--- src/hdl/bsdpa_pkg.sv ---
// ----------------------------------------------------------------------------
// Block scaled dot product package
// Shared types, codes and decode functions for the dot product unit.
// ----------------------------------------------------------------------------
package bsdpa_pkg;

    localparam int EW = 13;
    typedef logic signed [EW-1:0] t_exp;
    typedef logic [2:0] t_kind;

    localparam t_kind K_ZERO = 3'd0;
    localparam t_kind K_NORM = 3'd1;
    localparam t_kind K_PINF = 3'd2;
    localparam t_kind K_NINF = 3'd3;
    localparam t_kind K_NAN  = 3'd4;

    localparam logic [2:0] FMT_FP16 = 3'd0;
    localparam logic [2:0] FMT_BF16 = 3'd1;
    localparam logic [2:0] FMT_E5M2 = 3'd2;
    localparam logic [2:0] FMT_E4M3 = 3'd3;
    localparam logic [2:0] FMT_E2M1 = 3'd4;

    localparam logic [2:0] REG_AB_FORMAT    = 3'd0;
    localparam logic [2:0] REG_ACC_FORMAT   = 3'd1;
    localparam logic [2:0] REG_MANT_WIDTH   = 3'd2;
    localparam logic [2:0] REG_SCALE_ENABLE = 3'd3;
    localparam logic [2:0] REG_GROUP_SIZE   = 3'd4;
    localparam logic [2:0] REG_SCALE_FORMAT = 3'd5;
    localparam logic [2:0] REG_ROUND_SELECT = 3'd6;

    localparam logic [31:0] NAN32  = 32'h7FFF_FFFF;
    localparam logic [31:0] PINF32 = 32'h7F80_0000;
    localparam logic [31:0] NINF32 = 32'hFF80_0000;
    localparam logic [15:0] NAN16  = 16'h7FFF;
    localparam logic [15:0] PINF16 = 16'h7C00;
    localparam logic [15:0] NINF16 = 16'hFC00;

    typedef struct packed {
        logic [63:0] a_elems;
        logic [63:0] b_elems;
        logic [31:0] scale_a;
        logic [31:0] scale_b;
        logic [2:0]  valid_count;
        logic        first;
        logic [31:0] init_acc;
    } t_in_item;

    typedef struct packed {
        logic [31:0] acc_bits;
    } t_out_item;

    typedef struct packed {
        logic [2:0] cfg_index;
        logic [5:0] cfg_data;
    } t_cfg_item;

    typedef struct packed {
        logic        nan;
        logic        inf;
        logic        zero;
        logic        sign;
        logic [10:0] sig;
        t_exp        exp;
    } t_elem;

    typedef struct packed {
        logic       nan;
        logic       zero;
        logic [3:0] sig;
        t_exp       exp;
    } t_scl;

    typedef struct packed {
        t_kind       spec;
        logic        zero;
        logic        sign;
        t_exp        exp;
        logic [56:0] mag;
        logic        fp16;
        logic        rne;
    } t_rnd_in;

    function automatic t_elem decode_fmt(input logic [15:0] raw, input int ne,
                                         input int nm, input int bias, input int style);
        t_elem       e;
        logic [15:0] ex;
        logic [15:0] m;
        ex = (raw >> nm) & ((16'd1 << ne) - 16'd1);
        m  = raw & ((16'd1 << nm) - 16'd1);
        e  = '0;
        e.sign = raw[ne+nm];
        if (style == 0 && ex == ((16'd1 << ne) - 16'd1)) begin
            if (m != 16'd0) e.nan = 1'b1;
            else e.inf = 1'b1;
        end else if (style == 1 && raw[6:0] == 7'h7F) begin
            e.nan = 1'b1;
        end else if (ex == 16'd0 && m == 16'd0) begin
            e.zero = 1'b1;
        end else if (ex == 16'd0) begin
            e.sig = m[10:0];
            e.exp = t_exp'(1 - bias - nm);
        end else begin
            e.sig = m[10:0] | (11'd1 << nm);
            e.exp = t_exp'(int'(ex) - bias - nm);
        end
        return e;
    endfunction

    function automatic t_elem decode_elem(input logic [15:0] raw, input logic [2:0] fmt);
        t_elem z;
        z      = '0;
        z.zero = 1'b1;
        case (fmt)
            FMT_FP16: z = decode_fmt(raw, 5, 10, 15, 0);
            FMT_BF16: z = decode_fmt(raw, 8, 7, 127, 0);
            FMT_E5M2: z = decode_fmt({8'd0, raw[7:0]}, 5, 2, 15, 0);
            FMT_E4M3: z = decode_fmt({8'd0, raw[7:0]}, 4, 3, 7, 1);
            FMT_E2M1: z = decode_fmt({12'd0, raw[3:0]}, 2, 1, 1, 2);
            default: ;
        endcase
        return z;
    endfunction

    function automatic t_scl decode_scale(input logic [7:0] v, input logic fmt);
        t_scl s;
        s = '0;
        if (!fmt) begin
            if (v == 8'hFF) s.nan = 1'b1;
            else if (v == 8'h00) s.zero = 1'b1;
            else begin
                s.sig = 4'd1;
                s.exp = t_exp'(int'(v) - 127);
            end
        end else if (v == 8'h7F || v == 8'hFF) begin
            s.nan = 1'b1;
        end else if (v[6:0] == 7'd0) begin
            s.zero = 1'b1;
        end else if (v[6:3] == 4'd0) begin
            s.sig = {1'b0, v[2:0]};
            s.exp = t_exp'(-9);
        end else begin
            s.sig = {1'b1, v[2:0]};
            s.exp = t_exp'(int'(v[6:3]) - 10);
        end
        return s;
    endfunction

endpackage

--- src/hdl/bsdpa_round.sv ---
// ----------------------------------------------------------------------------
// Result rounder
// Packs a normalized exact sum into fp32 or fp16 with nearest-even or truncation.
// ----------------------------------------------------------------------------
module bsdpa_round (
    input  bsdpa_pkg::t_rnd_in i_rnd,
    output logic [31:0]        o_bits
);
    import bsdpa_pkg::*;

    logic signed [13:0] be32, be32b, be16, be16b, nbe32, nbe16;
    logic [22:0] mant32;
    logic [23:0] mant32r, full32, sub32, sub32r;
    logic [9:0]  mant16;
    logic [10:0] mant16r, full16, sub16, sub16r;
    logic [4:0]  sh32;
    logic [3:0]  sh16;
    logic        up32, up16, sup32, sup16;
    logic [31:0] res32;
    logic [15:0] res16;
    logic        s;

    always_comb begin
        s      = i_rnd.sign;
        be32   = 14'(i_rnd.exp) + 14'sd127;
        be16   = 14'(i_rnd.exp) + 14'sd15;
        nbe32  = 14'sd1 - be32;
        nbe16  = 14'sd1 - be16;

        mant32  = i_rnd.mag[55:33];
        up32    = i_rnd.rne && i_rnd.mag[32] && ((|i_rnd.mag[31:0]) || mant32[0]);
        mant32r = {1'b0, mant32} + 24'(up32);
        be32b   = be32 + 14'(mant32r[23]);
        full32  = i_rnd.mag[56:33];
        sh32    = nbe32[4:0];
        sub32   = full32 >> sh32;
        sup32   = i_rnd.rne && full32[sh32 - 5'd1]
                  && ((|(full32 & ((24'd1 << (sh32 - 5'd1)) - 24'd1))) || sub32[0]);
        sub32r  = sub32 + 24'(sup32);
        if (be32 >= 14'sd255) begin
            res32 = {s, 8'hFF, 23'd0};
        end else if (be32 > 14'sd0) begin
            if (be32b >= 14'sd255) res32 = {s, 8'hFF, 23'd0};
            else res32 = {s, be32b[7:0], mant32r[22:0]};
        end else if (nbe32 > 14'sd24) begin
            res32 = {s, 31'd0};
        end else if (sub32r[23]) begin
            res32 = {s, 8'd1, 23'd0};
        end else begin
            res32 = {s, 8'd0, sub32r[22:0]};
        end

        mant16  = i_rnd.mag[55:46];
        up16    = i_rnd.rne && i_rnd.mag[45] && ((|i_rnd.mag[44:0]) || mant16[0]);
        mant16r = {1'b0, mant16} + 11'(up16);
        be16b   = be16 + 14'(mant16r[10]);
        full16  = i_rnd.mag[56:46];
        sh16    = nbe16[3:0];
        sub16   = full16 >> sh16;
        sup16   = i_rnd.rne && full16[sh16 - 4'd1]
                  && ((|(full16 & ((11'd1 << (sh16 - 4'd1)) - 11'd1))) || sub16[0]);
        sub16r  = sub16 + 11'(sup16);
        if (be16 >= 14'sd31) begin
            res16 = {s, 5'h1F, 10'd0};
        end else if (be16 > 14'sd0) begin
            if (be16b >= 14'sd31) res16 = {s, 5'h1F, 10'd0};
            else res16 = {s, be16b[4:0], mant16r[9:0]};
        end else if (nbe16 > 14'sd11) begin
            res16 = {s, 15'd0};
        end else if (sub16r[10]) begin
            res16 = {s, 5'd1, 10'd0};
        end else begin
            res16 = {s, 5'd0, sub16r[9:0]};
        end

        if (i_rnd.spec == K_NAN) o_bits = i_rnd.fp16 ? {16'd0, NAN16} : NAN32;
        else if (i_rnd.spec == K_PINF) o_bits = i_rnd.fp16 ? {16'd0, PINF16} : PINF32;
        else if (i_rnd.spec == K_NINF) o_bits = i_rnd.fp16 ? {16'd0, NINF16} : NINF32;
        else if (i_rnd.zero) o_bits = 32'd0;
        else o_bits = i_rnd.fp16 ? {16'd0, res16} : res32;
    end
endmodule

--- config.mk ---
export PLATFORM = sky130hd
export DESIGN_NAME = bsdpa_round
export DESIGN_NICKNAME = d
export VERILOG_FILES = /design/src/hdl/bsdpa_pkg.sv /design/src/hdl/bsdpa_round.sv
export SDC_FILE = /design/constraint.sdc
export NUM_CORES = 1
export LEC_CHECK = 0
export BUFFER_PORTS_ARGS = -buffer_cell sky130_fd_sc_hd__buf_2
export CAP_MARGIN = 5
export CELL_PAD_IN_SITES_DETAIL_PLACEMENT = 2
export CELL_PAD_IN_SITES_GLOBAL_PLACEMENT = 2
export CORE_MARGIN = 5
export CORE_UTILIZATION = 37
export DETAILED_ROUTE_END_ITERATION = 12
export PLACE_DENSITY_LB_ADDON = 0.05
export REMOVE_ABC_BUFFERS = 1
export SYNTH_ARGS = -nofsm -noshare
export SYNTH_HDL_FRONTEND = slang
export SYNTH_SLANG_ARGS = --single-unit
--- constraint.sdc ---
create_clock -name vclk -period 27.6
set_input_delay 6.9 -clock vclk [all_inputs]
set_output_delay 6.9 -clock vclk [all_outputs]
set_load 0.1 [all_outputs]
# Word level (Yosys, flattened, before mapping)
# Cells that the tools add are included.
[word_totals]
regBits = 0
memories = 0
romBits = 0
out_inout_bits = 32
in_bits = 77
wordCells = 71
mem_bits_rw = 0
latch_bits = 0
[classes]
n_reduce_logical = 16
magnitude_cmp = 10
multipliers = 0
n_addsub = 14
shifts = 4
n_mux = 22
div = 0
bitwise = 2
n_eq_ne = 3
[ops]
columns = ["operator", "count"]
rows = [
  ["two-way mux 32 bit", 6],
  ["two-way mux 31 bit", 5],
  ["two-way mux 24 bit", 2],
  ["two-way mux 15 bit", 3],
  ["OR reduction 45 bit", 1],
  ["OR reduction 32 bit", 1],
  ["adder 14 x 1 -> 14 bit", 2],
  [">= comparator 14 x 6 -> 1 bit (second input constant)", 2],
  [">= comparator 14 x 9 -> 1 bit (second input constant)", 2],
  ["greater-than comparator 14 x 1 -> 1 bit (second input constant)", 2],
  ["subtractor 2 x 14 -> 14 bit (first input constant)", 2],
  ["adder 23 x 1 -> 24 bit", 1],
  ["adder 24 x 1 -> 24 bit", 1],
  ["bitwise AND 24 bit", 1],
  ["OR reduction 24 bit", 1],
  ["<< shifter 1 x 5 -> 24 bit (first input constant)", 1],
  ["right shift 24 x 5 -> 24 bit", 1],
  ["subtractor 24 x 1 -> 24 bit (second input constant)", 1],
  ["two-way mux 11 bit", 2],
  ["adder 13 x 5 -> 14 bit (second input constant)", 1],
  ["adder 13 x 8 -> 14 bit (second input constant)", 1],
  ["greater-than comparator 14 x 5 -> 1 bit (second input constant)", 1],
  ["greater-than comparator 14 x 6 -> 1 bit (second input constant)", 1],
  ["adder 10 x 1 -> 11 bit", 1],
  ["other kinds (17)", 29],
]

# Logic depth before layout (Yosys ltp)
[depth]
depth_word = 19
depth_mapped = 29

# Worst setup path before layout
# Ideal clock, no wire load.
[synth_timing]
kind = "input to output"
start = "in i_rnd[59] (netlist name)"
end = "out o_bits[22]"
arrival_ns = 13.629
slack_ns = 7.071
path_stages = 25
n_path_buf = 8
cell_sequence = "buf_6 buf_4 inv_2 buf_2 ha_1 buf_4 buf_4 buf_2 buf_2 inv_1 ha_1 buf_1 mux2i_1 o22ai_1 o21ai_1 a21oi_1 a311oi_1 o21bai_4 inv_1 ha_1 o221ai_1 nor3_1 nor3b_1 xor2_1 o21ai_0"
[synth_between]
elab_chain_cells = 19
elab_cells_between_ends = 29
[synth_lines]
columns = ["element", "line_no", "text"]
rows = [
  ["start, declared", "bsdpa_round.sv:6", "input bsdpa_pkg::t_rnd_in i_rnd,"],
  ["adder 13 x 8 -> 14 bit *", "bsdpa_round.sv:25", "be32 = 14'(i_rnd.exp) + 14'sd127;"],
  ["subtractor 2 x 14 -> 14 bit", "bsdpa_round.sv:27", "nbe32 = 14'sd1 - be32;"],
  ["subtractor 5 x 1 -> 5 bit", "bsdpa_round.sv:37, bsdpa_round.sv:38", ""],
  ["<< shifter 1 x 5 -> 24 bit", "bsdpa_round.sv:38", "&& ((|(full32 & ((24'd1 << (sh32 - 5'd1)) - 24'd1))) || sub32[0]);"],
  ["subtractor 24 x 1 -> 24 bit", "bsdpa_round.sv:38", ""],
  ["bitwise AND 24 bit", "bsdpa_round.sv:38", ""],
  ["OR reduction 24 bit", "bsdpa_round.sv:38", ""],
  ["logical OR 1 bit", "bsdpa_round.sv:38", ""],
  ["[3 not listed]", "--", ""],
  ["two-way mux 24 bit", "bsdpa_round.sv:45", "end else if (nbe32 > 14'sd24) begin"],
  ["two-way mux 31 bit", "bsdpa_round.sv:42", "end else if (be32 > 14'sd0) begin"],
  ["two-way mux 31 bit *", "bsdpa_round.sv:40", "if (be32 >= 14'sd255) begin"],
  ["two-way mux 32 bit *", "bsdpa_round.sv:80", "else o_bits = i_rnd.fp16 ? {16'd0, res16} : res32;"],
  ["two-way mux 32 bit *", "bsdpa_round.sv:79", "else if (i_rnd.zero) o_bits = 32'd0;"],
  ["two-way mux 32 bit *", "bsdpa_round.sv:78", "else if (i_rnd.spec == K_NINF) o_bits = i_rnd.fp16 ? {16'd0, NINF16} : NINF32;"],
  ["two-way mux 32 bit *", "bsdpa_round.sv:77", "else if (i_rnd.spec == K_PINF) o_bits = i_rnd.fp16 ? {16'd0, PINF16} : PINF32;"],
  ["two-way mux 32 bit *", "bsdpa_round.sv:76", "if (i_rnd.spec == K_NAN) o_bits = i_rnd.fp16 ? {16'd0, NAN16} : NAN32;"],
  ["end, declared", "bsdpa_round.sv:7", "output logic [31:0] o_bits"],
]
# Mark *: on every way between the ends. The rest lies on a longest branch, timed or not. The select of a mux whose other input is x is not followed.

# Worst setup path after layout
[layout_timing]
start = "in i_rnd[59] (netlist name)"
end = "out o_bits[3]"
[layout_between]
elab_chain_cells = 19
elab_cells_between_ends = 53
[layout_lines]
columns = ["element", "line_no"]
rows = [
  ["adder 13 x 8 -> 14 bit / adder 13 x 5 -> 14 bit (equally long branches)", "bsdpa_round.sv:25, bsdpa_round.sv:26"],
  ["subtractor 2 x 14 -> 14 bit (on tied branches)", "bsdpa_round.sv:27, bsdpa_round.sv:28"],
  ["subtractor 5 x 1 -> 5 bit / subtractor 4 x 1 -> 4 bit (equally long branches)", "--"],
  ["<< shifter 1 x 5 -> 24 bit / << shifter 1 x 4 -> 11 bit (equally long branches)", "bsdpa_round.sv:38, bsdpa_round.sv:61"],
  ["subtractor 24 x 1 -> 24 bit / subtractor 11 x 1 -> 11 bit (equally long branches)", "bsdpa_round.sv:38, bsdpa_round.sv:61"],
  ["bitwise AND 24 bit / bitwise AND 11 bit (equally long branches)", "bsdpa_round.sv:38, bsdpa_round.sv:61"],
  ["OR reduction 24 bit / OR reduction 11 bit (equally long branches)", "bsdpa_round.sv:38, bsdpa_round.sv:61"],
  ["logical OR 1 bit (on tied branches)", "bsdpa_round.sv:38, bsdpa_round.sv:61"],
  ["[3 not listed]", "--"],
  ["two-way mux 24 bit / two-way mux 11 bit (equally long branches)", "bsdpa_round.sv:45, bsdpa_round.sv:68"],
  ["two-way mux 31 bit / two-way mux 15 bit (equally long branches)", "bsdpa_round.sv:42, bsdpa_round.sv:65"],
  ["two-way mux 31 bit / two-way mux 15 bit (equally long branches)", "bsdpa_round.sv:40, bsdpa_round.sv:63"],
  ["two-way mux 32 bit *", "bsdpa_round.sv:80"],
  ["two-way mux 32 bit *", "bsdpa_round.sv:79"],
  ["two-way mux 32 bit *", "bsdpa_round.sv:78"],
  ["two-way mux 32 bit *", "bsdpa_round.sv:77"],
  ["two-way mux 32 bit *", "bsdpa_round.sv:76"],
]
# Marked as above.

==> flow_metrics.tcl <==
set metrics [dict create \
    status "complete, no violations" \
    finalSetupViolations 0 \
    layout_commonest_cell "nand2_1" \
    post_cts_resized 0 \
    power.density_nw_per_um2 28.8 \
    register_area_um2 0 \
    syn_inst 1124 \
    seq_area_frac_synth_pct 0 \
    post-route-util_pct 40.2 \
    fin_total_pwr_mw 0.236 \
    cp.arrival_ps 14200 \
    wl_per_cell_um 27.4 \
    syn_area_um2 7690 \
    core_area_um2 20400 \
    wl_mm 38.9 \
    cp-end-kind "primary output" \
    leakage_nw 2.86 \
    grt_first_pass_wirelength_mm 59.8 \
    avgSynthCellArea_um2 6.84 \
    seq_cells 0 \
    cp-startpoint "i_rnd[59]" \
    grt_start_max_net_pins 63 \
    hold_viol 0 \
    dp_cells 1420 \
    instances_no_fill 1420 \
    dp_slack_ps 6550 \
    hp-class "input port to primary output" \
    first_pass_iters 5 \
    grt_use_total_pct 30.9 \
    drc 0 \
    yosys_warnings 0 \
    fp.dieW_um 154 \
    whs_ps 14330 \
    post_dp_cell_area_um2 8190 \
    area_growth_pct 6.47 \
    tightest_slew_ps 1220 \
    viasPerCell 6.90 \
    drtIter0Drc 771 \
    num-nets-final 1248 \
    fp-row-count 52 \
    vias 9800 \
    layout-drive-gt1-share_pct 20.4 \
    timing.final.ws_setup_ps 6500 \
    antenna_left 0 \
    max_freq_ghz 0.0474 \
    layout_common_cells "nand2_1 (116), buf_2 (109), nor2_1 (77)" \
    setup.worst_path.class "input port to primary output" \
    place_hpwl_mm 30.4 \
    min_from "i_rnd[76]" \
    setup_tns_ps 0 \
    gp_congestion 0.945 \
    rsz0062_at_grt "no" \
    n_antenna_cell 0 \
    nClkBuffers 0 \
    min_period_ps 21100 \
    timing.final.crit_share_pct 76.5 \
    grt.overflow.total 0 \
    cp.required_ps 20700 \
    portBuffers 109 \
    die_h_um 154 \
    hold_buffers 0 \
    max-cap-violations 0 \
    final_area_um2 8190 \
    ir_drop_v 0.0000123 \
    crit_fanout 62 \
    cp-start-kind "input port" \
    initial_core_util_pct 37.8 \
    ys_types 115 \
    first_global_vias 9784 \
    drv_slew 0 \
    antenna_found_initial 0 \
    dieArea_um2 23800 \
    cts_setup_buffers 0 \
    relSlewSlack_pct 19.0 \
    io_pins 109 \
]
==> logic make-up after synthesis <==
group           share of synthesized area (%)
xor+xnor                                 10.7
fa+ha+maj                                3.22
compound gates                           30.9
buf+inv                                  7.63
mux                                      14.0
simple gates                             33.5
==> report_power, final <==
part	internal, mW	switching (mW)
combinational	0.0746	0.162
clock	0	0
sequential	0	0
==> critical path, cell delays in order <==
cell,delay (ps)
buf_2,70
buf_4,480
inv_2,400
ha_2,440
buf_4,580
ha_1,400
xnor2_2,190
xor2_2,150
buf_4,350
mux2_2,390
a21oi_1,570
inv_1,150
nor2_1,140
ha_1,230
nor2b_1,180
and4_1,210
o211ai_1,100
a2111oi_0,520
xnor2_1,170
nor2_1,110
o21ai_1,140
nor4_4,430
inv_1,160
o211ai_1,210
buf_2,450
==> final timing paths <==
check             depth (start not counted)  slack, ps          to
setup / recovery                         25       6500   o_bits[3]
hold / removal                            3      14330  o_bits[31]
==> cell type report <==
cell class         count  area (µm²)
fillers             2550       12200
multi-input cells   1003        7110
repair buffers       124         658
well taps            270         338
inverters             23        86.3
==> layer usage <==
metal	vias up	track usage (%)	routed length (µm)
met4	0	4.50	648
met2	409	51.1	18000
met1	4989	45.2	17500
met3	43	1.82	2750
li1	4359	-	-
met5	-	0	0
==> cell usage after synthesis, drive strengths merged, types with 5 or more instances <==
master / count / area [µm²]
nand3: 55 / 280
a32oi: 7 / 61.3
mux2i: 25 / 250
and3: 16 / 100
buf: 44 / 298
a21oi: 70 / 365
and2: 14 / 87.6
nor3: 51 / 283
o2111ai: 5 / 43.8
nand3b: 5 / 37.5
a21boi: 6 / 56.3
a2111oi: 9 / 104
xor2: 32 / 295
nor4: 29 / 209
ha: 19 / 238
a211o: 6 / 52.6
nor3b: 8 / 70.1
xnor2: 56 / 505
and4: 6 / 52.6
or4: 9 / 71.3
nand2b: 11 / 68.8
or2: 8 / 50.1
o31ai: 17 / 146
a211oi: 19 / 148
nand4: 27 / 175
nor2: 80 / 313
o21ai: 69 / 353
mux2: 37 / 420
o211ai: 22 / 165
mux4: 18 / 405
nor2b: 18 / 115
a31oi: 18 / 113
o22ai: 6 / 37.5
o31a: 5 / 45.0
inv: 22 / 82.6
or3: 13 / 86.3
o21a: 6 / 45.0
a311oi: 6 / 52.6
a21o: 8 / 67.6
a22oi: 7 / 57.6
clkbuf: 54 / 203
nand2: 118 / 448
o311ai: 6 / 52.6
No activity file was read; power rests on OpenSTA's default activity.
